**config.mk**
```make
export PLATFORM = sky130hd
export DESIGN_NAME = two_stack_queue_unit
export DESIGN_NICKNAME = d
export VERILOG_FILES = /design/src/design/tsq_pkg.sv /design/src/design/tsq_cell.sv /design/src/design/tsq_stack.sv /design/src/design/two_stack_queue_unit.sv
export SDC_FILE = /design/constraint.sdc
export NUM_CORES = 2
export LEC_CHECK = 0
export BUFFER_PORTS_ARGS = -buffer_cell sky130_fd_sc_hd__buf_2
export CORE_MARGIN = 2
export CORE_UTILIZATION = 57
export DETAILED_ROUTE_END_ITERATION = 10
export PLACE_DENSITY = 0.76
export SLEW_MARGIN = 15
export SYNTH_ARGS = -nofsm -noshare
export SYNTH_HDL_FRONTEND = slang
export SYNTH_HIERARCHICAL = 1
export SYNTH_SLANG_ARGS = --single-unit
```
**constraint.sdc**
```tcl
create_clock -name clk -period 6.9 [get_ports clk]
set_input_delay 1.38 -clock clk [delete_from_list [all_inputs] [get_ports clk]]
set_output_delay 1.38 -clock clk [all_outputs]
set_load 0.01 [all_outputs]
```
**src/design/tsq_pkg.sv**
```systemverilog
// shared types, constants and codes of the two-stack queue
package tsq_pkg;

  localparam int STACK_DEPTH = 16;
  localparam int ID_W        = 32;
  localparam int FILL_W      = $clog2(STACK_DEPTH + 1);
  localparam int COUNT_W     = 6;
  localparam int SUM_W       = (FILL_W + 1 > COUNT_W) ? FILL_W + 1 : COUNT_W;

  typedef logic [ID_W-1:0]   id_t;
  typedef logic [FILL_W-1:0] fill_t;

  typedef enum logic {
    OP_ENQ = 1'b0,
    OP_DEQ = 1'b1
  } op_t;

  typedef enum logic [2:0] {
    STAT_ENQUEUED = 3'd0,
    STAT_POPPED   = 3'd1,
    STAT_REFILLED = 3'd2,
    STAT_EMPTY    = 3'd3,
    STAT_FULL     = 3'd4
  } status_t;

  typedef enum logic [1:0] {
    S_IDLE,
    S_REFILL,
    S_POP,
    S_REPORT
  } tsq_state_t;

  // shift command for a chain of cells: push moves every word one cell deeper
  typedef struct packed {
    logic push;
    logic pop;
  } stack_cmd_t;

endpackage

```
**src/design/tsq_cell.sv**
```systemverilog
// one storage cell of a stack chain
module tsq_cell (
  input  logic             clk,
  input  tsq_pkg::stack_cmd_t cmd,
  input  tsq_pkg::id_t     from_above,
  input  tsq_pkg::id_t     from_below,
  output tsq_pkg::id_t     data
);
  import tsq_pkg::*;

  always_ff @(posedge clk) begin
    if (cmd.push) begin
      data <= from_above;
    end else if (cmd.pop) begin
      data <= from_below;
    end
  end

endmodule

```
**src/design/tsq_stack.sv**
```systemverilog
// stack built as a chain of cells, top word in cell zero
module tsq_stack (
  input  logic                clk,
  input  logic                rst,
  input  tsq_pkg::stack_cmd_t cmd,
  input  tsq_pkg::id_t        push_data,
  output tsq_pkg::id_t        top_data,
  output tsq_pkg::id_t        bottom_data,
  output tsq_pkg::fill_t      fill
);
  import tsq_pkg::*;

  id_t   cell_data [STACK_DEPTH];
  id_t   bottom;

  for (genvar i = 0; i < STACK_DEPTH; i++) begin : g_cell
    id_t above;
    id_t below;
    if (i == 0) begin : g_first
      assign above = push_data;
    end else begin : g_inner
      assign above = cell_data[i-1];
    end
    if (i == STACK_DEPTH - 1) begin : g_last
      assign below = '0;
    end else begin : g_mid
      assign below = cell_data[i+1];
    end
    tsq_cell u_cell (
      .clk        (clk),
      .cmd        (cmd),
      .from_above (above),
      .from_below (below),
      .data       (cell_data[i])
    );
  end

  always_ff @(posedge clk) begin
    if (rst) begin
      fill <= '0;
    end else if (cmd.push) begin
      fill <= fill + FILL_W'(1);
    end else if (cmd.pop) begin
      fill <= fill - FILL_W'(1);
    end
  end

  // deepest word only changes when the first word goes onto an empty stack
  always_ff @(posedge clk) begin
    if (cmd.push && fill == '0) begin
      bottom <= push_data;
    end
  end

  assign top_data    = cell_data[0];
  assign bottom_data = bottom;

  a_no_push_pop: assert property (@(posedge clk) disable iff (rst)
    !(cmd.push && cmd.pop))
    else $error("stack pushed and popped in one cycle");

  a_no_overflow: assert property (@(posedge clk) disable iff (rst)
    cmd.push |-> fill != FILL_W'(STACK_DEPTH))
    else $error("push onto full stack");

  a_pop_count: assert property (@(posedge clk) disable iff (rst)
    cmd.pop |-> fill != '0 ##1 fill == $past(fill) - FILL_W'(1))
    else $error("pop from empty stack or bad fill update");

endmodule

```
**src/design/two_stack_queue_unit.sv**
```systemverilog
// two-stack queue top level: control sequencer, both stack chains, result register
// order: enqueue, direct pop, empty dequeue and full enqueue go from the accept step
//   through the report step into the result word; a refill pop first moves every entry in the refill step, then pops
// flow: a new word is accepted only in the idle step, after the report step of the last
//   one; a refill moves one entry per cycle through the cell chains
// reset: rst clears both fill counts and the output valid; stack cells are left
//   undefined until written, no clearing pass is needed
module two_stack_queue_unit (
  input  logic         clk,
  input  logic         rst,
  // input stream
  input  logic         s_tvalid,
  output logic         s_tready,
  input  logic [31:0]  s_tdata,   // [31:0] item_id
  input  logic [0:0]   s_tuser,   // [0] opcode
  // result stream
  output logic         m_tvalid,
  input  logic         m_tready,
  output logic [103:0] m_tdata,   // [31:0] removed_id, [63:32] front_id, [95:64] back_id,
                                  // [96] not_empty, [102:97] item_count, [103] zero
  output logic [2:0]   m_tuser    // [2:0] status
);
  import tsq_pkg::*;

  tsq_state_t state, state_next;

  stack_cmd_t in_cmd, out_cmd;
  id_t        in_top, in_bottom, out_top, out_bottom;
  fill_t      in_fill, out_fill;

  // status and removed word of the word in flight
  status_t    status_r, status_next;
  id_t        removed_r, removed_next;
  logic       load_out;

  // result register
  status_t            res_status;
  id_t                res_removed, res_front, res_back;
  logic               res_not_empty;
  logic [COUNT_W-1:0] res_count;

  // report view of the queue, built from the settled stacks
  logic [SUM_W-1:0] total;
  id_t              front_now, back_now;

  // input stack takes new words, output stack is fed from the input top
  tsq_stack u_in_stack (
    .clk         (clk),
    .rst         (rst),
    .cmd         (in_cmd),
    .push_data   (s_tdata),
    .top_data    (in_top),
    .bottom_data (in_bottom),
    .fill        (in_fill)
  );

  tsq_stack u_out_stack (
    .clk         (clk),
    .rst         (rst),
    .cmd         (out_cmd),
    .push_data   (in_top),
    .top_data    (out_top),
    .bottom_data (out_bottom),
    .fill        (out_fill)
  );

  assign s_tready = (state == S_IDLE);

  always_ff @(posedge clk) begin
    if (rst) begin
      state <= S_IDLE;
    end else begin
      state <= state_next;
    end
  end

  always_comb begin
    state_next   = state;
    in_cmd       = '0;
    out_cmd      = '0;
    status_next  = status_r;
    removed_next = removed_r;
    load_out     = 1'b0;
    unique case (state)
      S_IDLE: begin
        if (s_tvalid) begin
          removed_next = '0;
          state_next   = S_REPORT;
          if (op_t'(s_tuser[0]) == OP_ENQ) begin
            if (in_fill == FILL_W'(STACK_DEPTH)) begin
              // full input stack: word dropped, nothing moves
              status_next = STAT_FULL;
            end else begin
              in_cmd.push = 1'b1;
              status_next = STAT_ENQUEUED;
            end
          end else if (out_fill != '0) begin
            out_cmd.pop  = 1'b1;
            removed_next = out_top;
            status_next  = STAT_POPPED;
          end else if (in_fill != '0) begin
            status_next = STAT_REFILLED;
            state_next  = S_REFILL;
          end else begin
            status_next = STAT_EMPTY;
          end
        end
      end
      S_REFILL: begin
        // one entry per cycle from the input top to the output top
        in_cmd.pop   = 1'b1;
        out_cmd.push = 1'b1;
        if (in_fill == FILL_W'(1)) begin
          state_next = S_POP;
        end
      end
      S_POP: begin
        out_cmd.pop  = 1'b1;
        removed_next = out_top;
        state_next   = S_REPORT;
      end
      S_REPORT: begin
        // wait for room in the result register
        if (!m_tvalid || m_tready) begin
          load_out   = 1'b1;
          state_next = S_IDLE;
        end
      end
      default: begin
        state_next = S_IDLE;
      end
    endcase
  end

  always_ff @(posedge clk) begin
    status_r  <= status_next;
    removed_r <= removed_next;
  end

  // front reads the output stack first, back reads the input stack first
  assign total = SUM_W'(in_fill) + SUM_W'(out_fill);

  always_comb begin
    if (out_fill != '0) begin
      front_now = out_top;
    end else if (in_fill != '0) begin
      front_now = in_bottom;
    end else begin
      front_now = '0;
    end
    if (in_fill != '0) begin
      back_now = in_top;
    end else if (out_fill != '0) begin
      back_now = out_bottom;
    end else begin
      back_now = '0;
    end
  end

  always_ff @(posedge clk) begin
    if (rst) begin
      m_tvalid <= 1'b0;
    end else if (load_out) begin
      m_tvalid <= 1'b1;
    end else if (m_tready) begin
      m_tvalid <= 1'b0;
    end
  end

  always_ff @(posedge clk) begin
    if (load_out) begin
      res_status    <= status_r;
      res_removed   <= removed_r;
      res_front     <= front_now;
      res_back      <= back_now;
      res_not_empty <= (total != '0);
      res_count     <= total[COUNT_W-1:0];
    end
  end

  assign m_tdata = {1'b0, res_count, res_not_empty, res_back, res_front, res_removed};
  assign m_tuser = res_status;

  a_refill_source: assert property (@(posedge clk) disable iff (rst)
    state == S_REFILL |-> in_fill != '0)
    else $error("refill step with empty input stack");

  a_refill_target: assert property (@(posedge clk) disable iff (rst)
    (state == S_IDLE && s_tvalid && status_next == STAT_REFILLED) |-> out_fill == '0)
    else $error("refill started with entries left in output stack");

  a_pop_after_refill: assert property (@(posedge clk) disable iff (rst)
    state == S_POP |-> out_fill != '0 && in_fill == '0)
    else $error("pop step without a completed refill");

  a_report_load: assert property (@(posedge clk) disable iff (rst)
    load_out |=> m_tvalid && m_tuser == $past(status_r))
    else $error("result word not loaded from report step");

endmodule
```
=== After elaboration in Yosys (flattened, before gate mapping) ===
Cells that the tools add are included.

* Input port bits: 37
* Register bits: 1242

* Muxes and demuxes: 100
* Reduce and logical (&&, ||, !) cells: 17
* Add/sub/neg operators: 5
* Eq/ne operators: 8

{| class="wikitable"
|+ Operators by type and width
! operator !! number
|-
| two-way mux 32 bit || 71
|-
| one-hot mux 32 bit (2 select lines) || 1
|-
| two-way mux 5 bit || 4
|-
| two-way mux 2 bit || 7
|-
| two-way mux 1 bit || 13
|-
| adder 5 x 1 -> 5 bit (second input constant) || 2
|-
| logical NOT 5 bit || 2
|-
| nonzero test 5 bit || 2
|-
| subtractor 5 x 1 -> 5 bit (second input constant) || 2
|-
| one-hot mux 2 bit (4 select lines) || 1
|-
| nonzero test 2 bit || 4
|-
| adder 5 x 5 -> 6 bit || 1
|-
| two-way mux 3 bit || 2
|-
| inequality test 2 bit (second input constant) || 3
|-
| nonzero test 6 bit || 1
|-
| equality test 5 x 1 -> 1 bit (second input constant) || 1
|-
| equality test 5 bit (second input constant) || 1
|-
| equality test 2 bit (second input constant) || 2
|-
| AND reduction 2 bit || 2
|-
| AND reduction 3 bit || 1
|-
| equality test 2 x 1 -> 1 bit (second input constant) || 1
|-
| logical AND 1 bit || 2
|-
| logical NOT 2 bit || 1
|-
| one-hot mux 1 bit (2 select lines) || 1
|-
| 2 further kinds || 2
|}

=== Logic depth before layout (Yosys ltp) ===
* Word-level depth: 7
* Gate-level depth with buffers: 9
* Depth with buffers taken out: 9

=== By module ===
Netlist, hierarchy kept.

{| class="wikitable"
|+ Modules (own cells, without submodules)
! module !! cells each !! seq. area each (sq um) !! area each (sq um) !! times used
|-
| tsq_cell || 69 || 960.9 || 1507.7 || 32
|-
| two_stack_queue_unit || 327 || 4294.1 || 5647.9 || 1
|-
| tsq_stack || 74 || 1061.0 || 1328.8 || 2
|}

=== Least setup slack after synthesis ===
Ideal clock, no wire load.

* Kind: input-to-reg
* From: input m_tready
* To: register res_status[0] (netlist: m_tuser[0]) (enable)
* Data required time: 6315 ps
* Path buffers: 0
* Library setup time: 585 ps
* Stages on the path: 2
* Arrival time: 6139 ps
* Setup slack: 177 ps
* Cells stage by stage: nor2b_1 nor2b_1

* Cells in the longest elaborated chain, start to end: 3

{| class="wikitable"
|+ Ends and longest elaborated chain
! item !! line !! source
|-
| start: declaration || two_stack_queue_unit.sv:18 || <nowiki>input logic m_tready,</nowiki>
|-
| logical OR 1 bit || two_stack_queue_unit.sv:124 || <nowiki>if (!m_tvalid || m_tready) begin</nowiki>
|-
| two-way mux 1 bit || two_stack_queue_unit.sv:124 ||
|-
| two-way mux 1 bit || two_stack_queue_unit.sv:84 || <nowiki>unique case (state)</nowiki>
|-
| named net load_out || two_stack_queue_unit.sv:34 || <nowiki>logic load_out;</nowiki>
|-
| end signal: assignment || two_stack_queue_unit.sv:172 || <nowiki>res_status <= status_r;</nowiki>
|-
| end: declaration || two_stack_queue_unit.sv:37 || <nowiki>status_t res_status;</nowiki>
|}

The timed path passes the listed nets, and every way through them passes these cells.
A chain may end at the register's enable or synchronous reset.

==> metrics.txt <==
Synth top area share=0.653; Tmin final=3880 ps; Layout area overhead=8.20%; main combinational cell family by area after synthesis=multiplexers; clock network fraction of total power=0.189; 1st-pass router iterations=7; Final ANT Viol Nets=0; Residual DRC=0; clock buffer depth=3; Port Buffers=144; later-pin clock latency in the skew report=710 ps; CP Capture Type=register; post-route design area=61,200 um^2; final setup fails=0; hold path start=removed_r[15]; CP Launch Point=state[1]; vias in the first global route=25.7k; # hold bufs at CTS=0; combinational share of power=0.318; Switching Fraction=0.299; DP Area=57,300 um^2; worst vdd ir=0.292 mV; Core ar.=98,400 um^2; Synth Area in XOR/XNOR=0.00108; CTS Buf Count=121; Setup Skew=36.0 ps; Die W=319 um; Post-synth EDFFs=1,229; Main synth FF type=edfxtp_1; most frequent cell after synthesis=edfxtp_1; Arr. time, crit path=4230 ps; total of cells resized after clock tree synthesis=0; final worst path period share=0.562; Cell Pwr Density=560 nW/um^2; Mean Syn Cell Area=21.1 um^2; Slew HR=0.236; largest net degree at the start of global routing=149; MaxCap Viol Count=0; nets@finish=between 2k and 3k; Static Leak=22.7 nW; maximum clock frequency=258 MHz; Vias=between 20k and 30k; Unique masters post-synth=47; multiplexer share of the synthesized area=0.265; initial antenna violation count=7; synth top area cells=edfxtp_1 (65%), mux2_4 (25%), buf_12 (3.4%), mux2_2 (1.9%), a22o_1 (0.99%); post-synthesis register bit count=roughly 1.2k; # rows=115; H-tree levels=3; GPL Wtd Cong=between 0.8 and 0.9; Worst-Margin Slew=1140 ps; largest area contributor in the netlist=edfxtp_1; Vias/cell=5.83; clock sink total=1,242; die area=102,000 um^2; GRT overflow=0; routed len/inst=roughly 25 um; outcome=finished, final reports clean; CTS tree=done; die height=319 um; crit path launch type=register; Setup Crit Path Kind=register to register; final setup TNS=0 ps; GRT Resource Usage Total=0.209; Hold Path Class=register to register; WHS=between 400 and 500 ps; crit path max fanout=37; fin. max-slew vios=0; I/O pin cnt=146; drt initial violations=2,462; HPWL after detailed placement=approximately 70 mm; RSZ-0062 raised after global routing=no; root buffer cell=clkbuf_16; Synth Area in Compound Gates=0.0140; simple-gate portion of the synthesized area=0.0139; Adder-Cell Fraction of Synth Area=0.00460; CP required=7240 ps; Power Total=34.3 mW; layout cell share with drive strength beyond 1=0.469; global-route wire length before repair=approximately 160 mm; synth warn=6; Syn Inst Count=between 2k and 3k; synthesized cell area=between 50,000 and 60,000 um^2; final wirelength=approximately 110 mm; post-synthesis sequential area ratio=0.657; setup bufs post-CTS=0; ys async rst share=0; Worst-path clk slew=60 ps; Post-synth top cells=edfxtp_1 (1,229), mux2_4 (928), buf_12 (96), mux2_2 (96), a22o_1 (64); initial core utilization=0.575; Final Hold Fails=0; internal power=24.0 mW; Crit Reg-Reg Startpoint=state[1]; Seq pwr share=0.492; switching pwr=roughly 10 mW
## layout by cell type, fill, tap and decap left out, types with 8 or more instances in the layout
master / instances
edfxtp_1: 1229
conb_1: 65
inv_1: 10
clkbuf_1: 27
clkinv_2: 18
or2_1: 29
clkinv_1: 22
ha_1: 15
nand2_1: 9
nor2_1: 17
a21oi_1: 10
a22o_1: 64
mux2_2: 96
dfxtp_1: 13
nor2b_1: 35
bufinv_16: 11
clkinvlp_4: 10
mux2_4: 928
buf_4: 47
clkbuf_16: 122
buf_2: 144
buf_12: 8
nand2b_1: 8
## metrics by stage
step | setup WS, ps | util | std cells
after CTS | 3000 | 0.621 | 4303
after detailed placement | 2480 | 0.582 | 4082
after global routing | 2800 | 0.622 | 4304
after global placement | 2500 | 0.582 | 4082
final | 3020 | 0.622 | 4305
after floorplan | 177 | - | 2745
## final timing paths
| check | end | slack [ps] | cells after the start |
|---|---|---|---|
| max | u_in_stack/g_cell[11].u_cell/data[2] | 3020 | 8 |
| min | res_removed[15] | 420 | 0 |
| max reg2reg | u_in_stack/g_cell[11].u_cell/data[2] | 3020 | 8 |
| min reg2reg | res_removed[15] | 420 | 0 |
## critical path: stages, from the launching register on
cell	delay (ps)
dfxtp_1	340
inv_1	180
ha_1	370
nand2_1	260
a211oi_4	910
buf_4	340
buf_4	540
or2_1	190
buf_4	350
## layer usage
layer / global-route usage / routed length (um) / vias to the layer above / part of all wire
met1: 0.319 / 50400 / 13200 / 0.47
met4: 0.0555 / 2240 / 10 / 0.021
met3: 0.0301 / 6040 / 169 / 0.056
met5: 0 / 65 / - / 0.00060
met2: 0.318 / 49400 / 816 / 0.46
li1: - / - / 10900 / -
## cells by family (layout without fill, tap and decap cells)
family | count (synthesis) | after routing
buf+inv | 159 | 431
xor+xnor | 7 | 7
compound gates | 96 | 96
mux | 1024 | 1024
flops | 1242 | 1242
simple gates | 133 | 133
fa+ha+maj | 19 | 19
other cells | 3 | 66
## final cells by class
cell class	instances	area (um^2)
Fill cell	6624	37200
Sequential cell	1242	37200
Multi-Input combinational cell	1344	17200
Clock buffer	154	3220
Tap cell	1287	1610
Timing Repair Buffer	200	1260
Clock inverter	67	664
Inverter	10	37.5
Antenna cell	1	2.50
## power groups by stage
stage                     sequential (mW)  clock (mW)  combinational (mW)
after floorplan                      15.6           0                9.41
after global placement               16.8           0                10.3
after detailed placement             17.0           0                10.7
after CTS                            16.9        6.61                10.9
after global routing                 17.2        6.89                11.6
final                                16.9        6.49                10.9
## state kept, by name, summed over array words and instances (netlist names)
name and flops:
status_r 3, res_count 6, state 2, m_tuser 3, u_in_stack/g_cell.u_cell/data 512, u_in_stack/bottom_data 32, res_removed 32, u_out_stack/g_cell.u_cell/data 512
res_back 32, u_out_stack/bottom_data 32, m_tvalid 1, u_in_stack/fill 5, u_out_stack/fill 5, res_not_empty 1, removed_r 32, res_front 32
(Power assumes the default switching activity.)
